### src/hdl/ppl_pkg.sv
// Package for the polyline path length block: widths, command and status types.
package ppl_pkg;

  localparam int COORD_W = 16;
  localparam int ACC_W   = 32;
  localparam int CNT_W   = 16;
  localparam int MAG_W   = COORD_W;
  localparam int SQ_W    = 2 * MAG_W;
  localparam int SUM_W   = SQ_W + 1;
  localparam int ROOT_W  = (SUM_W + 1) / 2;
  localparam int RAD_W   = 2 * ROOT_W;
  localparam int REM_W   = ROOT_W + 2;
  localparam int WREM_W  = REM_W + 2;
  localparam int ITER_W  = $clog2(ROOT_W);

  localparam logic [ACC_W-1:0]  ACC_MAX = {ACC_W{1'b1}};
  localparam logic [CNT_W-1:0]  CNT_MAX = {CNT_W{1'b1}};
  localparam logic [ITER_W-1:0] ITER_LAST = ITER_W'(ROOT_W - 1);

  typedef logic signed [COORD_W-1:0] coord_t;

  typedef struct packed {
    logic load;
    logic diff;
    logic square;
    logic sum;
    logic root_step;
    logic accum;
    logic finish;
  } ppl_cmd_t;

  typedef struct packed {
    logic have_prev;
    logic last;
    logic out_free;
  } ppl_stat_t;

endpackage

### src/hdl/ppl_ifs.sv
// Stream interfaces for points in and path results out.
interface ppl_point_if;
  import ppl_pkg::*;
  logic   valid;
  logic   ready;
  coord_t point_x;
  coord_t point_y;
  logic   last_point;

  modport source (output valid, output point_x, output point_y, output last_point,
                  input ready);
  modport sink   (input valid, input point_x, input point_y, input last_point,
                  output ready);
endinterface

interface ppl_result_if;
  import ppl_pkg::*;
  logic             valid;
  logic             ready;
  logic [ACC_W-1:0] path_length;
  logic [CNT_W-1:0] point_count;
  logic             length_saturated;

  modport source (output valid, output path_length, output point_count,
                  output length_saturated, input ready);
  modport sink   (input valid, input path_length, input point_count,
                  input length_saturated, output ready);
endinterface

### src/hdl/ppl_datapath.sv
// Datapath: point registers, differences, squares, shared square root, accumulators.
module ppl_datapath (
  input  logic               clk,
  input  logic               rst_n,
  input  ppl_pkg::ppl_cmd_t  cmd,
  output ppl_pkg::ppl_stat_t stat,
  input  logic               ready,
  ppl_point_if.sink          in_ch,
  ppl_result_if.source       out_ch
);
  import ppl_pkg::*;

  coord_t              cur_x_r, cur_y_r, prev_x_r, prev_y_r;
  logic                last_r, have_prev_r;
  logic [MAG_W-1:0]    ax_r, ay_r;
  logic [SQ_W-1:0]     sx_r, sy_r;
  logic [RAD_W-1:0]    rad_r;
  logic [REM_W-1:0]    rem_r;
  logic [ROOT_W-1:0]   root_r;
  logic [ACC_W-1:0]    acc_r;
  logic                sat_r;
  logic [CNT_W-1:0]    cnt_r;
  logic                out_valid_r;
  logic [ACC_W-1:0]    out_len_r;
  logic [CNT_W-1:0]    out_cnt_r;
  logic                out_sat_r;

  logic signed [COORD_W:0] dx, dy;
  logic [COORD_W:0]        dx_abs, dy_abs;
  logic [WREM_W-1:0]       rem_sh, trial, rem_diff;
  logic [ACC_W:0]          acc_sum;
  logic [CNT_W-1:0]        cnt_inc;
  logic                    emit;

  assign in_ch.ready = ready;
  assign dx = {cur_x_r[COORD_W-1], cur_x_r} - {prev_x_r[COORD_W-1], prev_x_r};
  assign dy = {cur_y_r[COORD_W-1], cur_y_r} - {prev_y_r[COORD_W-1], prev_y_r};
  assign dx_abs = dx[COORD_W] ? (COORD_W+1)'(0) - dx : dx;
  assign dy_abs = dy[COORD_W] ? (COORD_W+1)'(0) - dy : dy;

  // one result bit per step: bring down two radicand bits, try root*4+1
  assign rem_sh   = {rem_r, rad_r[RAD_W-1 -: 2]};
  assign trial    = {{(WREM_W-ROOT_W-2){1'b0}}, root_r, 2'b01};
  assign rem_diff = rem_sh - trial;

  assign acc_sum = {1'b0, acc_r} + {{(ACC_W+1-ROOT_W){1'b0}}, root_r};
  assign cnt_inc = (cnt_r == CNT_MAX) ? cnt_r : cnt_r + CNT_W'(1);
  assign emit    = cmd.finish && last_r;

  assign stat.have_prev = have_prev_r;
  assign stat.last      = last_r;
  assign stat.out_free  = !out_valid_r || out_ch.ready;

  assign out_ch.valid            = out_valid_r;
  assign out_ch.path_length      = out_len_r;
  assign out_ch.point_count      = out_cnt_r;
  assign out_ch.length_saturated = out_sat_r;

  // payload pipeline
  always_ff @(posedge clk) begin
    if (cmd.load) begin
      cur_x_r <= in_ch.point_x;
      cur_y_r <= in_ch.point_y;
      last_r  <= in_ch.last_point;
    end
    if (cmd.diff) begin
      ax_r <= dx_abs[MAG_W-1:0];
      ay_r <= dy_abs[MAG_W-1:0];
    end
    if (cmd.square) begin
      sx_r <= SQ_W'(ax_r) * SQ_W'(ax_r);
      sy_r <= SQ_W'(ay_r) * SQ_W'(ay_r);
    end
    if (cmd.sum) begin
      rad_r  <= RAD_W'({1'b0, sx_r} + {1'b0, sy_r});
      rem_r  <= '0;
      root_r <= '0;
    end else if (cmd.root_step) begin
      rad_r <= {rad_r[RAD_W-3:0], 2'b00};
      if (rem_sh >= trial) begin
        rem_r  <= rem_diff[REM_W-1:0];
        root_r <= {root_r[ROOT_W-2:0], 1'b1};
      end else begin
        rem_r  <= rem_sh[REM_W-1:0];
        root_r <= {root_r[ROOT_W-2:0], 1'b0};
      end
    end
    if (emit) begin
      out_len_r <= acc_r;
      out_cnt_r <= cnt_inc;
      out_sat_r <= sat_r;
    end
  end

  // path state
  always_ff @(posedge clk) begin
    if (!rst_n) begin
      prev_x_r    <= '0;
      prev_y_r    <= '0;
      have_prev_r <= 1'b0;
      acc_r       <= '0;
      sat_r       <= 1'b0;
      cnt_r       <= '0;
      out_valid_r <= 1'b0;
    end else begin
      if (cmd.accum) begin
        if (acc_sum[ACC_W]) begin
          acc_r <= ACC_MAX;
          sat_r <= 1'b1;
        end else begin
          acc_r <= acc_sum[ACC_W-1:0];
        end
      end
      if (cmd.finish) begin
        if (last_r) begin
          prev_x_r    <= '0;
          prev_y_r    <= '0;
          have_prev_r <= 1'b0;
          acc_r       <= '0;
          sat_r       <= 1'b0;
          cnt_r       <= '0;
        end else begin
          prev_x_r    <= cur_x_r;
          prev_y_r    <= cur_y_r;
          have_prev_r <= 1'b1;
          cnt_r       <= cnt_inc;
        end
      end
      if (emit) begin
        out_valid_r <= 1'b1;
      end else if (out_ch.ready) begin
        out_valid_r <= 1'b0;
      end
    end
  end

endmodule

### src/hdl/ppl_ctrl.sv
// Controller: sequences one point through difference, squares, root and accumulate.
module ppl_ctrl (
  input  logic               clk,
  input  logic               rst_n,
  input  logic               in_valid,
  output logic               in_ready,
  input  ppl_pkg::ppl_stat_t stat,
  output ppl_pkg::ppl_cmd_t  cmd
);
  import ppl_pkg::*;

  typedef enum logic [2:0] {
    S_IDLE, S_DIFF, S_SQUARE, S_SUM, S_ROOT, S_ACCUM, S_FINISH
  } state_t;

  state_t           state_r, state_nxt;
  logic [ITER_W-1:0] iter_r, iter_nxt;

  assign in_ready = (state_r == S_IDLE);

  always_comb begin
    cmd           = '0;
    state_nxt     = state_r;
    iter_nxt      = iter_r;
    unique case (state_r)
      S_IDLE: begin
        cmd.load = in_valid;
        if (in_valid) begin
          state_nxt = stat.have_prev ? S_DIFF : S_FINISH;
        end
      end
      S_DIFF: begin
        cmd.diff  = 1'b1;
        state_nxt = S_SQUARE;
      end
      S_SQUARE: begin
        cmd.square = 1'b1;
        state_nxt  = S_SUM;
      end
      S_SUM: begin
        cmd.sum   = 1'b1;
        iter_nxt  = '0;
        state_nxt = S_ROOT;
      end
      S_ROOT: begin
        cmd.root_step = 1'b1;
        iter_nxt      = iter_r + ITER_W'(1);
        if (iter_r == ITER_LAST) begin
          state_nxt = S_ACCUM;
        end
      end
      S_ACCUM: begin
        cmd.accum = 1'b1;
        state_nxt = S_FINISH;
      end
      S_FINISH: begin
        // a last point waits here until the result register can take it
        if (!stat.last || stat.out_free) begin
          cmd.finish = 1'b1;
          state_nxt  = S_IDLE;
        end
      end
      default: state_nxt = S_IDLE;
    endcase
  end

  always_ff @(posedge clk) begin
    if (!rst_n) begin
      state_r <= S_IDLE;
      iter_r  <= '0;
    end else begin
      state_r <= state_nxt;
      iter_r  <= iter_nxt;
    end
  end

endmodule

### src/hdl/polyline_path_length.sv
// Polyline path length: top level joining controller and datapath.
//
// in_ch carries one point per transfer (point_x, point_y signed, 4 fraction
// bits, last_point marks the end of a path). out_ch carries one result per
// path: path_length (saturating sum of floor(sqrt(dx^2+dy^2))), point_count
// (saturating at 65535) and length_saturated.
// Each point is processed alone. The first point of a path goes through load
// and finish only. Every later point goes through load, difference, squares,
// radicand, 17 steps of the bit-serial square root (one root bit per cycle,
// sized for a 33-bit sum of squares), accumulate, and a finish step that
// updates the count and previous point.
// The result register is loaded in the finish cycle of a last point and is
// visible on out_ch the cycle after. If an earlier result has not been taken
// yet, a last point holds in the finish state and in_ch.ready stays low until
// the result register frees up; the register itself lets the next path begin
// while a result waits.
// Synchronous active-low reset clears the path state and drops out_ch.valid.
module polyline_path_length (
  input  logic         clk,
  input  logic         rst_n,
  ppl_point_if.sink    in_ch,
  ppl_result_if.source out_ch
);
  import ppl_pkg::*;

  ppl_cmd_t  cmd;
  ppl_stat_t stat;
  logic      ready;

  ppl_ctrl u_ctrl (
    .clk      (clk),
    .rst_n    (rst_n),
    .in_valid (in_ch.valid),
    .in_ready (ready),
    .stat     (stat),
    .cmd      (cmd)
  );

  ppl_datapath u_dp (
    .clk    (clk),
    .rst_n  (rst_n),
    .cmd    (cmd),
    .stat   (stat),
    .ready  (ready),
    .in_ch  (in_ch),
    .out_ch (out_ch)
  );

endmodule

### src/flat_wrapper.sv
// flat-port wrapper written by rule: the top's interface ports become plain ports
module polyline_path_length_flat import ppl_pkg::*;
  (clk, rst_n, in_ch_valid, in_ch_point_x, in_ch_point_y, in_ch_last_point, in_ch_ready, out_ch_valid, out_ch_path_length, out_ch_point_count, out_ch_length_saturated, out_ch_ready);
  ppl_point_if in_ch_i ();
  ppl_result_if out_ch_i ();
  input  logic clk;
  input  logic rst_n;
  input wire logic [$bits(in_ch_i.valid)-1:0] in_ch_valid;
  input wire logic [$bits(in_ch_i.point_x)-1:0] in_ch_point_x;
  input wire logic [$bits(in_ch_i.point_y)-1:0] in_ch_point_y;
  input wire logic [$bits(in_ch_i.last_point)-1:0] in_ch_last_point;
  output wire logic [$bits(in_ch_i.ready)-1:0] in_ch_ready;
  output wire logic [$bits(out_ch_i.valid)-1:0] out_ch_valid;
  output wire logic [$bits(out_ch_i.path_length)-1:0] out_ch_path_length;
  output wire logic [$bits(out_ch_i.point_count)-1:0] out_ch_point_count;
  output wire logic [$bits(out_ch_i.length_saturated)-1:0] out_ch_length_saturated;
  input wire logic [$bits(out_ch_i.ready)-1:0] out_ch_ready;
  assign in_ch_i.valid = in_ch_valid;
  assign in_ch_i.point_x = in_ch_point_x;
  assign in_ch_i.point_y = in_ch_point_y;
  assign in_ch_i.last_point = in_ch_last_point;
  assign in_ch_ready = in_ch_i.ready;
  assign out_ch_valid = out_ch_i.valid;
  assign out_ch_path_length = out_ch_i.path_length;
  assign out_ch_point_count = out_ch_i.point_count;
  assign out_ch_length_saturated = out_ch_i.length_saturated;
  assign out_ch_i.ready = out_ch_ready;
  polyline_path_length u_core (.clk(clk), .rst_n(rst_n), .in_ch(in_ch_i), .out_ch(out_ch_i));
endmodule
### config.mk
export PLATFORM = sky130hd
export DESIGN_NAME = polyline_path_length_flat
export DESIGN_NICKNAME = d
export VERILOG_FILES = /design/src/hdl/ppl_pkg.sv /design/src/hdl/ppl_ifs.sv /design/src/hdl/ppl_datapath.sv /design/src/hdl/ppl_ctrl.sv /design/src/hdl/polyline_path_length.sv /design/src/flat_wrapper.sv
export SDC_FILE = /design/constraint.sdc
export NUM_CORES = 2
export LEC_CHECK = 0
export BUFFER_PORTS_ARGS = -buffer_cell sky130_fd_sc_hd__buf_2
export CAP_MARGIN = 40
export CELL_PAD_IN_SITES_DETAIL_PLACEMENT = 0
export CELL_PAD_IN_SITES_GLOBAL_PLACEMENT = 2
export CORE_AREA = 2 2 249 313
export CTS_BUF_LIST = sky130_fd_sc_hd__clkbuf_8 sky130_fd_sc_hd__clkbuf_16
export DETAILED_ROUTE_END_ITERATION = 8
export DIE_AREA = 0 0 251 315
export MAX_ROUTING_LAYER = met4
export PLACE_DENSITY_LB_ADDON = 0.1
export SYNTH_ARGS = -nofsm -noshare
export SYNTH_HDL_FRONTEND = slang
export SYNTH_SLANG_ARGS = --single-unit
### constraint.sdc
create_clock -name clk -period 8.7 [get_ports clk]
set_clock_uncertainty 0.2 [all_clocks]
set_input_delay 2.175 -clock clk [delete_from_list [all_inputs] [get_ports clk]]
set_output_delay 2.175 -clock clk [all_outputs]
set_load 0.05 [all_outputs]
==> results.txt <==
TritonCTS built the clock tree. Sequential cells burn 18.6% of the power. For this run, the number of standard cells in the final layout without fillers is 4,355. In the final timing run, aggregate negative setup slack is 0 ns. Measured in cells, the most critical reg-to-reg path has a length of 22. Fill cells in the final layout number 7,346. Of the synthesized area, sequential elements account for 27.9%.

Counting flops with a built-in enable in the synthesized netlist gives 210. The worst supply voltage drop on vdd came out at 0.000283 V. The cell accounting for the most synthesized area was sky130_fd_sc_hd__fa_1.

The tree built by TritonCTS fans out to 337 sinks. The terminating pin of the worst hold path was u_core.u_dp.rem_r[17]$_SDFFE_PP0P_. The remaining global-route overflow was 0. In this run the static leakage power is 15.9 nW. In this run the most critical hold path is launched from u_core.u_dp.rem_r[17]$_SDFFE_PP0P_. CTS placed an instance of sky130_fd_sc_hd__clkbuf_16 at the clock tree root. For this design the ratio of total power to cell area is 401 nW/µm². The overall die width was 251 µm; the number of pins exceeding their max-slew limit in the final report was 0.

Part of the power in combinational logic: 68.9%. The placeable core region came out at 76,500 µm². The tools report the synthesized net count as 3,943. Synthesis produced 3,275 cells. The tools report the total of endpoints with negative setup slack in the final report as 0. At the end of routability-driven placement, the weighted congestion stood at 0.844. The post-route netlist has 7.07% of its cells at a drive strength greater than 1. For the slack of the worst reg-to-reg path, the log shows 1.32 ns. The number of antenna-violating nets in the routed design came out at 0.

In this run the deepest clock path goes through 3 buffers. After detailed routing, the number of remaining DRC violations is 0. The H-tree generated during clock tree synthesis spans 2 levels. For the number of antenna violations at the first check in global routing, the log shows 2. Of all nets on the critical path, the largest fanout is 11. Reported net switching power: 6.49 mW. The tools report the number of different library cells in the post-synthesis netlist as 90. Dividing the synthesized area by the synthesized cell count gives 9.67 µm². The floorplan step defined a die boundary enclosing 79,100 µm².

The routed design could run at a clock period as short as 7.38 ns. Proportion of netlist area held by the largest area contributor: 20.7%. The critical path class was reg -> reg. Number of buffers added for setup after CTS: 0.

Setup repair after global routing left no endpoint under its margin. Net switching is 46.7% of the power. The leading cell type in the layout, fill and taps excluded is sky130_fd_sc_hd__inv_1. The top cell types in the final layout, fill and taps aside, are sky130_fd_sc_hd__inv_1 (600), sky130_fd_sc_hd__fa_1 (328), sky130_fd_sc_hd__ha_1 (303). Data on the critical path arrives at its endpoint at 7.53 ns. The number of top-level pins came out at 88.

Including well taps, the total number of placed cells is 4,280. The tools report the post-synth design cell area as 31,700 µm². Data on the critical path is required at its endpoint by 8.84 ns. Counting instances, the worst hold path has a depth of 2.

The share of async-settable or async-resettable flops after synthesis was 0%; the vertical die dimension was 315 µm. The first global-routing pass estimated 126,000 µm of wire. For the all-layer global routing usage, the log shows 20.5%.

Sorting the synthesized cells by area gives the leading types as sky130_fd_sc_hd__fa_1 (21%), sky130_fd_sc_hd__edfxtp_1 (20%), sky130_fd_sc_hd__ha_1 (12%), sky130_fd_sc_hd__dfxtp_1 (8.0%), sky130_fd_sc_hd__inv_1 (7.1%). Routed length per instance: 17.5 µm. The sort of element at the end of the critical path was a flip-flop.

The count of input and output buffers works out to 87. The violation count after the first detailed-routing iteration was 782; the total number of nets in the final design was 4,004. Count of synthesis-stage warnings from yosys: 0. The area added between synthesis and finish was 9.44%; the post-route core utilization was 45.3%.

The starting density of the core was 41.4%. After detailed routing, the total wire length is 76,100 µm. In this run the core area contains 114 standard-cell rows. Launch instance of the worst register-to-register path: u_core.u_dp.ay_r[12]$_DFFE_PP_. The endpoint of the worst-slack reg-to-reg timing path was u_core.u_dp.sy_r[30]$_DFFE_PP_. Post-detailed-route via-to-cell ratio: 5.12.

For the worst-case headroom to the max-slew limit, the log shows 41.9%. The flow ran to the end, and the final reports show no timing, DRC or antenna violations. The tools report the number of global-route vias before repair as 23.9k.

For this run, the leading register cell type out of synthesis is sky130_fd_sc_hd__edfxtp_1. The number of clock buffers added by TritonCTS is 40. In this run, synthesis produced a sequential element count of 337.

Based on the critical path, the design can be clocked at up to 135 MHz. Clock-pin slew was measured on the worst setup and hold paths at 0.07 ns. The tools report the worst-skew pair later-pin latency as 0.59 ns.

Per report_power, the clock group accounts for 12.5% of the total. The number of hold violations in the final report was 0. The tightest min-delay check is of the reg -> reg type. The max-cap violation count is 0. Of the available clock period, the critical path in the final layout requires 84.9%. The number of resized instances in the post-cts repair step was 0. The routed layout has 22.3k vias. The logs give 60,400 µm for the HPWL after detailed placement and 65 for the pin count of the biggest net entering global routing. In this run, post-CTS hold repair placed 0 buffers. The kind of start point of the critical path was a flip-flop.

The first TritonRoute pass finished after 5 iterations. For the pin with the worst max-slew slack, the measured transition is 0.850 ns. The run gives 7.40 mW as the internal power of the cells.
-- logic make-up after synthesis --
| group | synth area share (%) |
|---|---|
| AND/OR/NAND/NOR | 12.8 |
| buffers and inverters | 8.19 |
| adder cells (fa/ha/maj) | 32.7 |
| AO/OA/AOI/OAI | 12.8 |
| flip-flops | 27.9 |
| XOR/XNOR | 4.81 |
| multiplexers | 0.778 |
-- flip-flops by register name, indices dropped and copies added (netlist names), 17 cells and up --
signal and cells:
u_core.u_dp.rad_r 34, u_core.u_dp.out_ch.path_length 32, u_core.u_dp.sx_r 31, u_core.u_dp.root_r 17, u_core.u_dp.rem_r 19, u_core.u_dp.acc_r 32
u_core.u_dp.sy_r 31
-- metal layers --
layer | track usage, % | vias up | part of all wire (%)
met5 | - | - | 0
met4 | 6.55 | 0 | 3.5
met3 | 2.11 | 111 | 2.4
met2 | 36.8 | 266 | 51
met1 | 24.2 | 10900 | 43
li1 | - | 11000 | -
-- power by group through the flow --
stage               Sequential (mW)  Combinational [mW]  Clock [mW]
floorplan                      2.50                7.18           0
global placement               2.63                9.61           0
detailed placement             2.63                9.65           0
finish                         2.58                9.57        1.73
global route                   2.61                10.9        1.85
CTS                            2.60                9.76        1.79
-- cell type report --
cell class	instances	area (µm²)	share of cell area [%]
Inverter	596	2240	6.45
Tap cell	986	1230	3.56
Antenna cell	1	2.50	0.00722
Sequential cell	337	8850	25.5
Clock inverter	28	254	0.733
Multi-Input combinational cell	2251	20300	58.5
Clock buffer	46	1120	3.22
Timing Repair Buffer	110	708	2.04
-- how the worst max path moves through the flow --
stage               depth (start not counted)                        endpoint  slack [ns]                           start
global route                               22  u_core.u_dp.sy_r[30]$_DFFE_PP_        1.01  u_core.u_dp.ay_r[12]$_DFFE_PP_
CTS                                        22  u_core.u_dp.sy_r[30]$_DFFE_PP_        1.20  u_core.u_dp.ay_r[12]$_DFFE_PP_
detailed placement                         22  u_core.u_dp.sy_r[30]$_DFFE_PP_        1.25  u_core.u_dp.ay_r[12]$_DFFE_PP_
floorplan                                  22  u_core.u_dp.sy_r[30]$_DFFE_PP_        2.32  u_core.u_dp.ay_r[14]$_DFFE_PP_
finish                                     22  u_core.u_dp.sy_r[30]$_DFFE_PP_        1.32  u_core.u_dp.ay_r[12]$_DFFE_PP_
global placement                           23  u_core.u_dp.sy_r[30]$_DFFE_PP_        1.43   u_core.u_dp.ay_r[5]$_DFFE_PP_
-- cell usage after synthesis, types with 19 or more instances --
cell type,instances
sky130_fd_sc_hd__inv_1,595
sky130_fd_sc_hd__dfxtp_1,127
sky130_fd_sc_hd__a21o_1,47
sky130_fd_sc_hd__o21ai_0,134
sky130_fd_sc_hd__o22ai_1,20
sky130_fd_sc_hd__xor2_1,60
sky130_fd_sc_hd__and3_1,31
sky130_fd_sc_hd__ha_1,303
sky130_fd_sc_hd__nand3_1,37
sky130_fd_sc_hd__nand4_1,20
sky130_fd_sc_hd__clkbuf_1,84
sky130_fd_sc_hd__a21oi_1,144
sky130_fd_sc_hd__o21bai_1,21
sky130_fd_sc_hd__a31oi_1,22
sky130_fd_sc_hd__nand2b_1,24
sky130_fd_sc_hd__fa_1,328
sky130_fd_sc_hd__nor3_1,35
sky130_fd_sc_hd__nor2_1,157
sky130_fd_sc_hd__and2_1,93
sky130_fd_sc_hd__nand2_1,260
sky130_fd_sc_hd__edfxtp_1,210
sky130_fd_sc_hd__xnor2_1,112
sky130_fd_sc_hd__a22oi_1,50
sky130_fd_sc_hd__mux2i_1,19
sky130_fd_sc_hd__o21a_1,29
sky130_fd_sc_hd__nor2b_1,84
-- critical path, cell delays in order (launching register included) --
cell and delay [ns]:
sky130_fd_sc_hd__edfxtp_1 0.65, sky130_fd_sc_hd__inv_1 0.28, sky130_fd_sc_hd__nor2_1 0.27, sky130_fd_sc_hd__ha_1 0.29, sky130_fd_sc_hd__xor2_1 0.18, sky130_fd_sc_hd__fa_1 0.54
sky130_fd_sc_hd__inv_1 0.05, sky130_fd_sc_hd__fa_1 0.48, sky130_fd_sc_hd__fa_1 0.52, sky130_fd_sc_hd__fa_1 0.49, sky130_fd_sc_hd__inv_1 0.04, sky130_fd_sc_hd__fa_1 0.47
sky130_fd_sc_hd__inv_1 0.04, sky130_fd_sc_hd__ha_1 0.35, sky130_fd_sc_hd__nand3_1 0.17, sky130_fd_sc_hd__or3_1 0.37, sky130_fd_sc_hd__a2111oi_0 0.68, sky130_fd_sc_hd__o2111ai_1 0.25
sky130_fd_sc_hd__a21oi_1 0.32, sky130_fd_sc_hd__nand4_1 0.14, sky130_fd_sc_hd__nand2_1 0.10, sky130_fd_sc_hd__o211ai_1 0.11, sky130_fd_sc_hd__xnor2_1 0.13
-- stage by stage --
step	area [µm²]	setup WS (ns)	total power [mW]	hold slack, ns
final	34700	1.32	13.9	0.252
after global routing	34700	1.01	15.4	0.275
after CTS	34700	1.20	14.2	0.258
after detailed placement	33300	1.25	12.3	0.242
after global placement	33100	1.43	12.2	0.241
after floorplan	31700	2.32	9.69	0.209
Note: power is estimated with default switching activity, not from simulation.
